--- config.mk ---
export PLATFORM = sky130hd
export DESIGN_NAME = drive_command_gate_unit
export DESIGN_NICKNAME = d
export VERILOG_FILES = /design/src/rtl/core/dcg_pkg.sv /design/src/rtl/core/dcg_cfg_regs.sv /design/src/rtl/core/dcg_check.sv /design/src/rtl/core/drive_command_gate_unit.sv
export SDC_FILE = /design/constraint.sdc
export NUM_CORES = 1
export LEC_CHECK = 0
export ABC_AREA = 1
export BUFFER_PORTS_ARGS = -buffer_cell sky130_fd_sc_hd__buf_4
export CAP_MARGIN = 20
export CELL_PAD_IN_SITES_DETAIL_PLACEMENT = 0
export CELL_PAD_IN_SITES_GLOBAL_PLACEMENT = 1
export CORE_UTILIZATION = 40
export CTS_CLUSTER_SIZE = 12
export DETAILED_ROUTE_END_ITERATION = 16
export GPL_TIMING_DRIVEN = 0
export MAX_ROUTING_LAYER = met4
export PLACE_DENSITY = 0.76
export SLEW_MARGIN = 20
export SYNTH_ARGS = -nofsm -noshare
export SYNTH_HDL_FRONTEND = slang
export SYNTH_SLANG_ARGS = --single-unit
--- constraint.sdc ---
create_clock -name i_clk -period 6.2 [get_ports i_clk]
set_input_delay 0.93 -clock i_clk [delete_from_list [all_inputs] [get_ports i_clk]]
set_output_delay 0.93 -clock i_clk [all_outputs]
set_load 0.03 [all_outputs]
--- src/rtl/core/dcg_pkg.sv ---
// Package for the drive command gate: word types, config bundle, codes.
// No dependencies; imported by every module of the block.
`timescale 1ns / 1ps

package dcg_pkg;

    // Input word: decoded frame or millisecond tick
    typedef struct packed {
        logic        kind;
        logic [7:0]  msg_type;
        logic [7:0]  body_len;
        logic [15:0] first_word;
        logic [15:0] second_word;
        logic [7:0]  brake_byte;
        logic [31:0] sequence_req;
    } t_in_word;

    // Result word: acknowledgement plus latched command status
    typedef struct packed {
        logic               ack_sent;
        logic [7:0]         ack_type;
        logic [1:0]         ack_status;
        logic [31:0]        ack_sequence;
        logic signed [15:0] left_drive;
        logic signed [15:0] right_drive;
        logic               brake;
        logic [31:0]        command_sequence;
        logic               command_valid;
        logic               connected;
        logic [31:0]        age_ms;
    } t_out_word;

    // Configuration bundle handed from the register file to the checker
    typedef struct packed {
        logic [7:0]  probe_type_code;
        logic [7:0]  control_type_code;
        logic [7:0]  control_length;
        logic [14:0] drive_limit;
        logic [15:0] timeout_ms;
        logic        require_probe;
    } t_cfg;

    localparam int CFG_IDX_W  = 3;
    localparam int CFG_DATA_W = 16;

    // Register indexes
    localparam logic [CFG_IDX_W-1:0] CFG_PROBE_TYPE   = 3'd0;
    localparam logic [CFG_IDX_W-1:0] CFG_CONTROL_TYPE = 3'd1;
    localparam logic [CFG_IDX_W-1:0] CFG_CONTROL_LEN  = 3'd2;
    localparam logic [CFG_IDX_W-1:0] CFG_DRIVE_LIMIT  = 3'd3;
    localparam logic [CFG_IDX_W-1:0] CFG_TIMEOUT      = 3'd4;
    localparam logic [CFG_IDX_W-1:0] CFG_REQ_PROBE    = 3'd5;

    // Register reset values
    localparam logic [7:0]  RST_PROBE_TYPE   = 8'd1;
    localparam logic [7:0]  RST_CONTROL_TYPE = 8'd2;
    localparam logic [7:0]  RST_CONTROL_LEN  = 8'd5;
    localparam logic [14:0] RST_DRIVE_LIMIT  = 15'd1000;
    localparam logic [15:0] RST_TIMEOUT      = 16'd500;

    // Item kinds
    localparam logic KIND_FRAME = 1'b0;
    localparam logic KIND_TICK  = 1'b1;

    // Sender roles
    localparam logic [1:0] ROLE_NONE      = 2'd0;
    localparam logic [1:0] ROLE_PRIMARY   = 2'd1;
    localparam logic [1:0] ROLE_SECONDARY = 2'd2;

    // Ack status codes
    localparam logic [1:0] ACK_OK        = 2'd0;
    localparam logic [1:0] ACK_BAD_FRAME = 2'd1;
    localparam logic [1:0] ACK_BAD_DATA  = 2'd2;

    localparam logic [7:0]  PROBE_LEN = 8'd1;
    localparam logic [31:0] AGE_MAX   = 32'hFFFF_FFFF;

endpackage

--- src/rtl/core/dcg_cfg_regs.sv ---
// Configuration register file of the drive command gate.
// Depends on dcg_pkg for the config bundle, register indexes and resets.
`timescale 1ns / 1ps

module dcg_cfg_regs
    import dcg_pkg::*;
(
    input  logic                  i_clk,
    input  logic                  i_rst_n,
    input  logic                  i_cfg_we,
    input  logic [CFG_IDX_W-1:0]  i_cfg_index,
    input  logic [CFG_DATA_W-1:0] i_cfg_wdata,
    output t_cfg                  o_cfg
);

    t_cfg r_cfg;

    // Write one register per enabled cycle; unknown indexes are dropped
    always_ff @(posedge i_clk) begin
        if (!i_rst_n) begin
            r_cfg.probe_type_code   <= RST_PROBE_TYPE;
            r_cfg.control_type_code <= RST_CONTROL_TYPE;
            r_cfg.control_length    <= RST_CONTROL_LEN;
            r_cfg.drive_limit       <= RST_DRIVE_LIMIT;
            r_cfg.timeout_ms        <= RST_TIMEOUT;
            r_cfg.require_probe     <= 1'b0;
        end else if (i_cfg_we) begin
            case (i_cfg_index)
                CFG_PROBE_TYPE: begin
                    r_cfg.probe_type_code <= i_cfg_wdata[7:0];
                end
                CFG_CONTROL_TYPE: begin
                    r_cfg.control_type_code <= i_cfg_wdata[7:0];
                end
                CFG_CONTROL_LEN: begin
                    r_cfg.control_length <= i_cfg_wdata[7:0];
                end
                CFG_DRIVE_LIMIT: begin
                    r_cfg.drive_limit <= i_cfg_wdata[14:0];
                end
                CFG_TIMEOUT: begin
                    r_cfg.timeout_ms <= i_cfg_wdata[15:0];
                end
                CFG_REQ_PROBE: begin
                    r_cfg.require_probe <= i_cfg_wdata[0];
                end
                default: begin
                end
            endcase
        end
    end

    assign o_cfg = r_cfg;

endmodule

--- src/rtl/core/dcg_check.sv ---
// Frame checker and command latch: judges one word, updates the link state
// and forms the result word. Depends on dcg_pkg.
`timescale 1ns / 1ps

module dcg_check
    import dcg_pkg::*;
(
    input  logic      i_clk,
    input  logic      i_rst_n,
    input  t_cfg      i_cfg,
    input  logic      i_advance,
    input  t_in_word  i_word,
    output t_out_word o_result
);

    // Link state
    logic [1:0]  r_sender_role, n_sender_role;
    logic [31:0] r_last_seq,    n_last_seq;
    logic        r_seq_seen,    n_seq_seen;
    logic [15:0] r_left,        n_left;
    logic [15:0] r_right,       n_right;
    logic        r_brake,       n_brake;
    logic        r_valid,       n_valid;
    logic [31:0] r_age,         n_age;

    logic [7:0]  role;
    logic        is_probe;
    logic        frame_bad;
    logic        data_bad;
    logic        left_ok;
    logic        right_ok;
    logic        seq_new;
    logic [31:0] seq_diff;
    logic signed [16:0] lim_pos;
    logic signed [16:0] lim_neg;
    logic signed [16:0] left_ext;
    logic signed [16:0] right_ext;
    logic [1:0]  ack_status;

    // Decode the frame tests
    always_comb begin
        role      = i_word.first_word[7:0];
        is_probe  = (i_word.msg_type == i_cfg.probe_type_code) &&
                    (i_word.body_len == PROBE_LEN) &&
                    ((role == {6'd0, ROLE_PRIMARY}) || (role == {6'd0, ROLE_SECONDARY}));
        frame_bad = (i_word.msg_type != i_cfg.control_type_code) ||
                    (i_word.body_len != i_cfg.control_length) ||
                    (i_cfg.require_probe && (r_sender_role != ROLE_PRIMARY));
        lim_pos   = $signed({2'b00, i_cfg.drive_limit});
        lim_neg   = -lim_pos;
        left_ext  = $signed({i_word.first_word[15], i_word.first_word});
        right_ext = $signed({i_word.second_word[15], i_word.second_word});
        left_ok   = (left_ext >= lim_neg) && (left_ext <= lim_pos);
        right_ok  = (right_ext >= lim_neg) && (right_ext <= lim_pos);
        seq_diff  = i_word.sequence_req - r_last_seq;
        seq_new   = !r_seq_seen || ((seq_diff != 32'd0) && !seq_diff[31]);
        data_bad  = !left_ok || !right_ok || (i_word.brake_byte > 8'd1) || !seq_new;
    end

    // Next state and ack status
    always_comb begin
        n_sender_role = r_sender_role;
        n_last_seq    = r_last_seq;
        n_seq_seen    = r_seq_seen;
        n_left        = r_left;
        n_right       = r_right;
        n_brake       = r_brake;
        n_valid       = r_valid;
        n_age         = r_age;
        ack_status    = ACK_OK;
        if (i_word.kind == KIND_TICK) begin
            if (r_valid && (r_age != AGE_MAX)) begin
                n_age = r_age + 32'd1;
            end
        end else if (is_probe) begin
            n_sender_role = role[1:0];
        end else if (frame_bad) begin
            ack_status = ACK_BAD_FRAME;
        end else if (data_bad) begin
            ack_status = ACK_BAD_DATA;
        end else begin
            n_left     = i_word.first_word;
            n_right    = i_word.second_word;
            n_brake    = i_word.brake_byte[0];
            n_last_seq = i_word.sequence_req;
            n_seq_seen = 1'b1;
            n_valid    = 1'b1;
            n_age      = 32'd0;
        end
    end

    // Form the result from the state after this word
    always_comb begin
        o_result.ack_sent         = (i_word.kind == KIND_FRAME);
        o_result.ack_type         = (i_word.kind == KIND_FRAME) ? i_word.msg_type : 8'd0;
        o_result.ack_status       = (i_word.kind == KIND_FRAME) ? ack_status : ACK_OK;
        o_result.ack_sequence     = (i_word.kind == KIND_FRAME) ? i_word.sequence_req : 32'd0;
        o_result.left_drive       = $signed(n_left);
        o_result.right_drive      = $signed(n_right);
        o_result.brake            = n_brake;
        o_result.command_sequence = n_seq_seen ? n_last_seq : 32'd0;
        o_result.command_valid    = n_valid;
        o_result.connected        = n_valid && (n_age <= {16'd0, i_cfg.timeout_ms});
        o_result.age_ms           = n_valid ? n_age : 32'd0;
    end

    // Commit the state when the word moves to the result register
    always_ff @(posedge i_clk) begin
        if (!i_rst_n) begin
            r_sender_role <= ROLE_NONE;
            r_last_seq    <= 32'd0;
            r_seq_seen    <= 1'b0;
            r_left        <= 16'd0;
            r_right       <= 16'd0;
            r_brake       <= 1'b0;
            r_valid       <= 1'b0;
            r_age         <= 32'd0;
        end else if (i_advance) begin
            r_sender_role <= n_sender_role;
            r_last_seq    <= n_last_seq;
            r_seq_seen    <= n_seq_seen;
            r_left        <= n_left;
            r_right       <= n_right;
            r_brake       <= n_brake;
            r_valid       <= n_valid;
            r_age         <= n_age;
        end
    end

endmodule

--- src/rtl/core/drive_command_gate_unit.sv ---
// Drive command gate: an accepted word sits in the input register, then
// moves to the result register, where it shows as a valid result; a stall on
// the output holds it in place. Throughput one word per cycle while the output
// is not stalled, set by the combinational check between the two registers.
// Synchronous active-low reset clears both valid flags, the link state
// (no role, no command, age 0) and loads the register defaults.
`timescale 1ns / 1ps

module drive_command_gate_unit
    import dcg_pkg::*;
(
    input  logic                  i_clk,
    input  logic                  i_rst_n,
    input  logic                  i_valid,
    output logic                  o_ready,
    input  t_in_word              i_in,
    output logic                  o_valid,
    input  logic                  i_ready,
    output t_out_word             o_out,
    input  logic                  i_cfg_we,
    input  logic [CFG_IDX_W-1:0]  i_cfg_index,
    input  logic [CFG_DATA_W-1:0] i_cfg_wdata
);

    t_cfg      cfg;
    t_out_word result;
    t_in_word  r_in_word;
    logic      r_in_valid;
    t_out_word r_out_word;
    logic      r_out_valid;
    logic      advance;
    logic      out_free;

    dcg_cfg_regs u_cfg (
        .i_clk       (i_clk),
        .i_rst_n     (i_rst_n),
        .i_cfg_we    (i_cfg_we),
        .i_cfg_index (i_cfg_index),
        .i_cfg_wdata (i_cfg_wdata),
        .o_cfg       (cfg)
    );

    dcg_check u_check (
        .i_clk     (i_clk),
        .i_rst_n   (i_rst_n),
        .i_cfg     (cfg),
        .i_advance (advance),
        .i_word    (r_in_word),
        .o_result  (result)
    );

    // Handshake: advance when the result register is free or being drained
    assign out_free = !r_out_valid || i_ready;
    assign advance  = r_in_valid && out_free;
    assign o_ready  = !r_in_valid || out_free;

    // Input register
    always_ff @(posedge i_clk) begin
        if (!i_rst_n) begin
            r_in_valid <= 1'b0;
        end else if (o_ready) begin
            r_in_valid <= i_valid;
        end
    end

    always_ff @(posedge i_clk) begin
        if (o_ready && i_valid) begin
            r_in_word <= i_in;
        end
    end

    // Result register
    always_ff @(posedge i_clk) begin
        if (!i_rst_n) begin
            r_out_valid <= 1'b0;
        end else if (out_free) begin
            r_out_valid <= r_in_valid;
        end
    end

    always_ff @(posedge i_clk) begin
        if (advance) begin
            r_out_word <= result;
        end
    end

    assign o_valid = r_out_valid;
    assign o_out   = r_out_word;

endmodule

After elaboration in Yosys (flattened, before gate mapping)
Index checks and enable logic that the tools add are counted.
{"block": "word_totals", "out_inout_bits": 144, "input_bits": 113, "ff_bits": 390, "word_cells": 126}
{"block": "classes", "magnitude_cmp": 6, "bitwise_logic": 1, "mux": 31, "reduce_logical": 37, "addsub": 3, "n_eq_ne": 13}
{"op": "32-bit 2-to-1 mux", "count": 9}
{"op": "16-bit 2-to-1 mux", "count": 8}
{"op": "16-bit by 17-bit >= comparator with 1-bit output", "count": 2}
{"op": "32-bit by 1-bit adder with 32-bit output (second input constant)", "count": 1}
{"op": "16-bit <= comparator", "count": 2}
{"op": "32-bit by 16-bit <= comparator with 1-bit output", "count": 1}
{"op": "32-bit inequality test (second input constant)", "count": 1}
{"op": "32-bit nonzero test", "count": 1}
{"op": "32-bit subtractor", "count": 1}
{"op": "15-bit negator with 17-bit output", "count": 1}
{"op": "8-bit by 1-bit == test with 1-bit output (second input constant)", "count": 2}
{"op": "8-bit inequality test", "count": 2}
{"op": "1-bit 2-to-1 mux", "count": 13}
{"op": "2-bit AND reduction", "count": 6}
{"op": "1-bit logical AND", "count": 10}
{"op": "1-bit logical OR", "count": 9}
{"op": "8-bit by 2-bit == test with 1-bit output (second input constant)", "count": 1}
{"op": "8-bit == test", "count": 1}
{"op": "8-bit by 1-bit greater-than comparator with 1-bit output (second input constant)", "count": 1}
{"op": "1-bit logical NOT", "count": 7}
{"op": "3-bit by 2-bit == test with 1-bit output (second input constant)", "count": 2}
{"op": "3-bit == test (second input constant)", "count": 2}
{"op": "3-bit by 1-bit == test with 1-bit output (second input constant)", "count": 1}
{"op": "3-bit logical NOT", "count": 1}
{"op": "other kinds (6)", "count": 6}

Longest topological paths before layout
{"block": "depth", "word_depth": 13, "depth_mapped": 38}

Modules after synthesis
From an unflattened synthesis, not the netlist that was laid out.
{"block": "hier_totals", "hier_cells": 2601, "area_unflattened_um2": 20953.8}
{"mod": "dcg_check", "seq_area_each_um2": 2021.9, "cells_per_inst": 2041, "n_inst": 1, "area_per_inst_um2": 11708.7}
{"mod": "drive_command_gate_unit", "seq_area_each_um2": 6976.7, "cells_per_inst": 244, "n_inst": 1, "area_per_inst_um2": 7031.7}
{"mod": "dcg_cfg_regs", "seq_area_each_um2": 1121.1, "cells_per_inst": 316, "n_inst": 1, "area_per_inst_um2": 2213.4}

Worst setup path before layout
No wires, ideal clock.
{"block": "synth_path", "kind": "input to register", "startpoint": "input port i_ready", "endpoint": "register r_out_word, in the netlist o_out[0] (enable)", "n_path_buf": 2, "setup_time_ps": 562, "cell_stages": 6, "t_required_ps": 5638, "path_slack_ps": 72, "arrival_time_ps": 5566, "path_cell_list": "inv_1 > nand2_1 > nand2_1 > inv_1 > clkbuf_1 > clkbuf_1"}
{"block": "synth_between", "elab_chain_len": 2}
{"element": "from (decl)", "line": "drive_command_gate_unit.sv:18", "text": "input logic i_ready,"}
{"element": "1-bit logical OR", "line": "drive_command_gate_unit.sv:53", "text": "assign out_free = !r_out_valid || i_ready;"}
{"element": "1-bit logical AND", "line": "drive_command_gate_unit.sv:54", "text": "assign advance = r_in_valid && out_free;"}
{"element": "net advance", "line": "drive_command_gate_unit.sv:31", "text": "logic advance;"}
{"element": "to (signal assigned)", "line": "drive_command_gate_unit.sv:83", "text": "r_out_word <= result;"}
{"element": "to (decl)", "line": "drive_command_gate_unit.sv:29", "text": "t_out_word r_out_word;"}
The timed path passes the listed nets, and every way through them passes these cells.
A chain may end at the register's enable or synchronous reset.

==> run_results.csv <==
group,metric,value,unit
clocking,clockRootBuffer,"clkbuf_16",
place,dp_hpwl,47.2,mm
clocking,path_clk_slew,0.06,ns
clocking,ctsHoldBuffers,0,
synth,synth_adder_area_share,6.68,%
place,gp_congestion,0.909,
sta,max_freq,0.177,GHz
sta,fin_ws,0.561,ns
global_route,grt_max_degree,62,
routing,viasPerCell,4.89,
place,io_buffers,256,
routing,totalWireLength,60.6,mm
clocking,htreeDepth,2,
finish,final.fill_count,4872,
sta,clock_skew,0.0247,ns
routing,drc,0,
sta,setup_violations,0,
clocking,clock-sinks,390,
power,ir_drop,0.234,mV
synth,syn_area,20300,sq um
clocking,cts_made_buffers,45,
routing,drt_iter0_markers,979,
global_route,grt_pass1_wl,92.8,mm
place,pre_cts_slack,0.402,ns
setup_path,cpMostUsedCell,"nand2_1",
synth,synth-edff-count,231,
sta,worstMarginPinSlew,0.956,ns
synth,ys_async_sr_fraction,0,%
setup_path,cp-end-kind,"flop",
finish,drive_gt1_share,13.9,%
synth,synthMuxAreaShare,0.105,%
synth,synth_compound_area_share,11.4,%
synth,synth-simple-area-share,20.3,%
power,finalPower,0.00667,W
sta,slew_headroom,36.2,%
synth,synth.most_common_cell,"nand2_1",
clocking,clockBufferDepth,3,
global_route,grt_usage,24.3,%
synth,synth_top_family_by_area,"simple AND/OR/NAND/NOR gates",
floorplan,io_pins,257,
setup_path,cp_slowest_cell,"nor4_2",
setup_path,crit_required,6.64,ns
routing,postRouteAntennaNets,0,
synth,synth_area_leaders,"edfxtp_1 (34%), dfxtp_1 (16%), nand2_1 (9.9%)",
synth,synthFlopType,"edfxtp_1",
finish,layout.nets,3002,
sta,post-route-period-util,91.0,%
synth,synth_nets,2695,
finish,multiInputGateArea,8230,sq um
synth,ys_seq_elements,390,
synth,synth_xor_area_share,1.94,%
sta,holdWs,0.453,ns
power,p_per_area,269,nW/um^2
synth,yosysTopAreaCell,"edfxtp_1",
synth,yosysSeqAreaShare,49.8,%
routing,vias,17100,
clocking,postCtsSetupRepairBufs,0,
synth,ys_warn_count,0,
synth,avgSynthCellArea,8.22,sq um
floorplan,core,50200,sq um
setup_path,start_kind,"flop",
floorplan,die_area,51700,sq um
global_route,grt_pass1_vias,16800,
clocking,cts_tree,"built",
sta,period_needed,5.64,ns
sta,hold_viol,0,
floorplan,placementRows,82,
global_route,grt_overflow,0,
routing,drtPass1Iterations,5,
clocking,worst_skew_pair.late_latency,0.59,ns
hold_path,hold_path.class,"flop to flop",
floorplan,die_y,227,microns
synth,synthDistinctLibCells,42,
finish,areaGrowthSynthToFinish,21.7,%
routing,wl_per_cell,17.4,microns
floorplan,die_x,227,microns
synth,yosys.area.top_type_share,34.1,%
finish,seq_area,10100,sq um
setup_path,critical_path_class,"flop to flop",
outcome,status,"completed",
setup_path,worst_path_largest_cell_delay,0.37,ns
setup_path,crit_path_max_fanout,10,
sta,drv_slew,0,
floorplan,start_util,40.5,%
setup_path,arrival,6.08,ns
sta,grt_setup_unrepaired,"no",
run,maxCapViolCount,0,
power,p_leak,11.6,nW
synth,synthTopCellsByCount,"nand2_1 (537), inv_1 (442), nor2_1 (299)",
global_route,antenna_found_initial,0,
synth,syn_inst,2474,
sequential cells by signal, summed over array words and instances (netlist names), 2 cells and up:
name / cells
u_check.r_left: 16
u_check.r_sender_role: 2
o_out: 142
u_cfg.o_cfg: 56
u_check.r_age: 32
u_check.r_right: 16
r_in_word: 89
u_check.r_last_seq: 32
layer usage:
layer | GRT usage [%] | vias up | share of wire, %
met5 | - | - | 0
met4 | 7.79 | 0 | 2.8
met3 | 2.87 | 93 | 3.7
met2 | 41.8 | 361 | 49
met1 | 29.7 | 7951 | 44
li1 | - | 8655 | -
what timing repair did:
action / 4_1_cts / 5_1_grt
setup endpoints to repair: 0 / 1
hold endpoints to repair: 0 / 0
gates resized for setup: 0 / 2
critical path: cells and delay by family, from the launching register on:
family                     cells  cell delay, ns
adders and majority gates      3            0.84
xor gates and xnor gates       1            0.20
and+or+nand+nor               19            2.49
AOI/OAI and AO/OA              7            0.95
DFF                            1            0.35
buffers and inverters          4            0.66
final cells by class:
class / instances / share of cell area (%)
diodes: 1 / 0.0101
inverters: 446 / 6.79
flip-flops and latches: 390 / 40.9
multi-input cells: 1567 / 33.2
clock inverters: 23 / 0.971
repair buffers: 260 / 8.18
plain buffers: 71 / 1.31
clock buffers: 61 / 5.21
well taps: 672 / 3.40
cells by family (layout without fill, tap and decap cells):
kind of cell,Yosys count,count (layout)
and+or+nand+nor,1014,1014
buffers and inverters,517,861
AOI/OAI and AO/OA,398,398
DFF,390,390
adders and majority gates,108,108
xor gates and xnor gates,45,45
muxes,2,2
other,0,1
cells in the final DEF (no fill, tap or decap), types with 4 or more instances in the layout:
| cell | n |
|---|---|
| clkbuf_8 | 4 |
| o21bai_1 | 6 |
| xor2_1 | 30 |
| buf_4 | 256 |
| nor4_1 | 14 |
| ha_1 | 107 |
| nor2_1 | 299 |
| inv_1 | 441 |
| buf_1 | 5 |
| o21ai_1 | 38 |
| clkbuf_16 | 48 |
| nand3_1 | 86 |
| a21oi_1 | 130 |
| inv_2 | 4 |
| xnor2_1 | 15 |
| bufinv_16 | 4 |
| nand4_1 | 26 |
| nand2_1 | 537 |
| o21ai_2 | 21 |
| clkbuf_1 | 53 |
| o21a_1 | 6 |
| o211ai_1 | 67 |
| nand3b_1 | 5 |
| dfxtp_1 | 159 |
| nor3_1 | 32 |
| buf_2 | 16 |
| o21ai_0 | 119 |
| buf_6 | 4 |
| edfxtp_1 | 231 |
| clkinv_1 | 7 |
| clkinv_2 | 7 |
metrics by stage:
stage,TNS [ns],instance area [sq um],cells,utilization [%]
2_1_floorplan,0,20300,2474,-
3_3_place_gp,-427.48,23100,3402,46.0
3_5_place_dp,0,23200,3406,46.3
4_1_cts,0,24700,3490,49.3
5_1_grt,0,24700,3490,49.3
6_report,0,24700,3491,49.3
power breakdown:
group | internal, W | total (W) | switching (W)
combinational | 0.000340 | 0.000952 | 0.000612
clock | 0.00163 | 0.00274 | 0.00110
sequential | 0.00289 | 0.00298 | 0.0000928
total | 0.00486 | 0.00667 | 0.00181
path summary, 6_finish.rpt:
path,slack (ns),startpoint,depth (start not counted),endpoint
setup reg to reg,0.56,u_cfg.o_cfg[17],34,o_out[32]
setup / recovery,0.56,u_cfg.o_cfg[17],34,o_out[32]
hold reg to reg,0.45,u_check.r_sender_role[1],2,u_check.r_sender_role[1]
hold / removal,0.45,u_check.r_sender_role[1],2,u_check.r_sender_role[1]
Note: power is estimated with default switching activity, not from simulation.
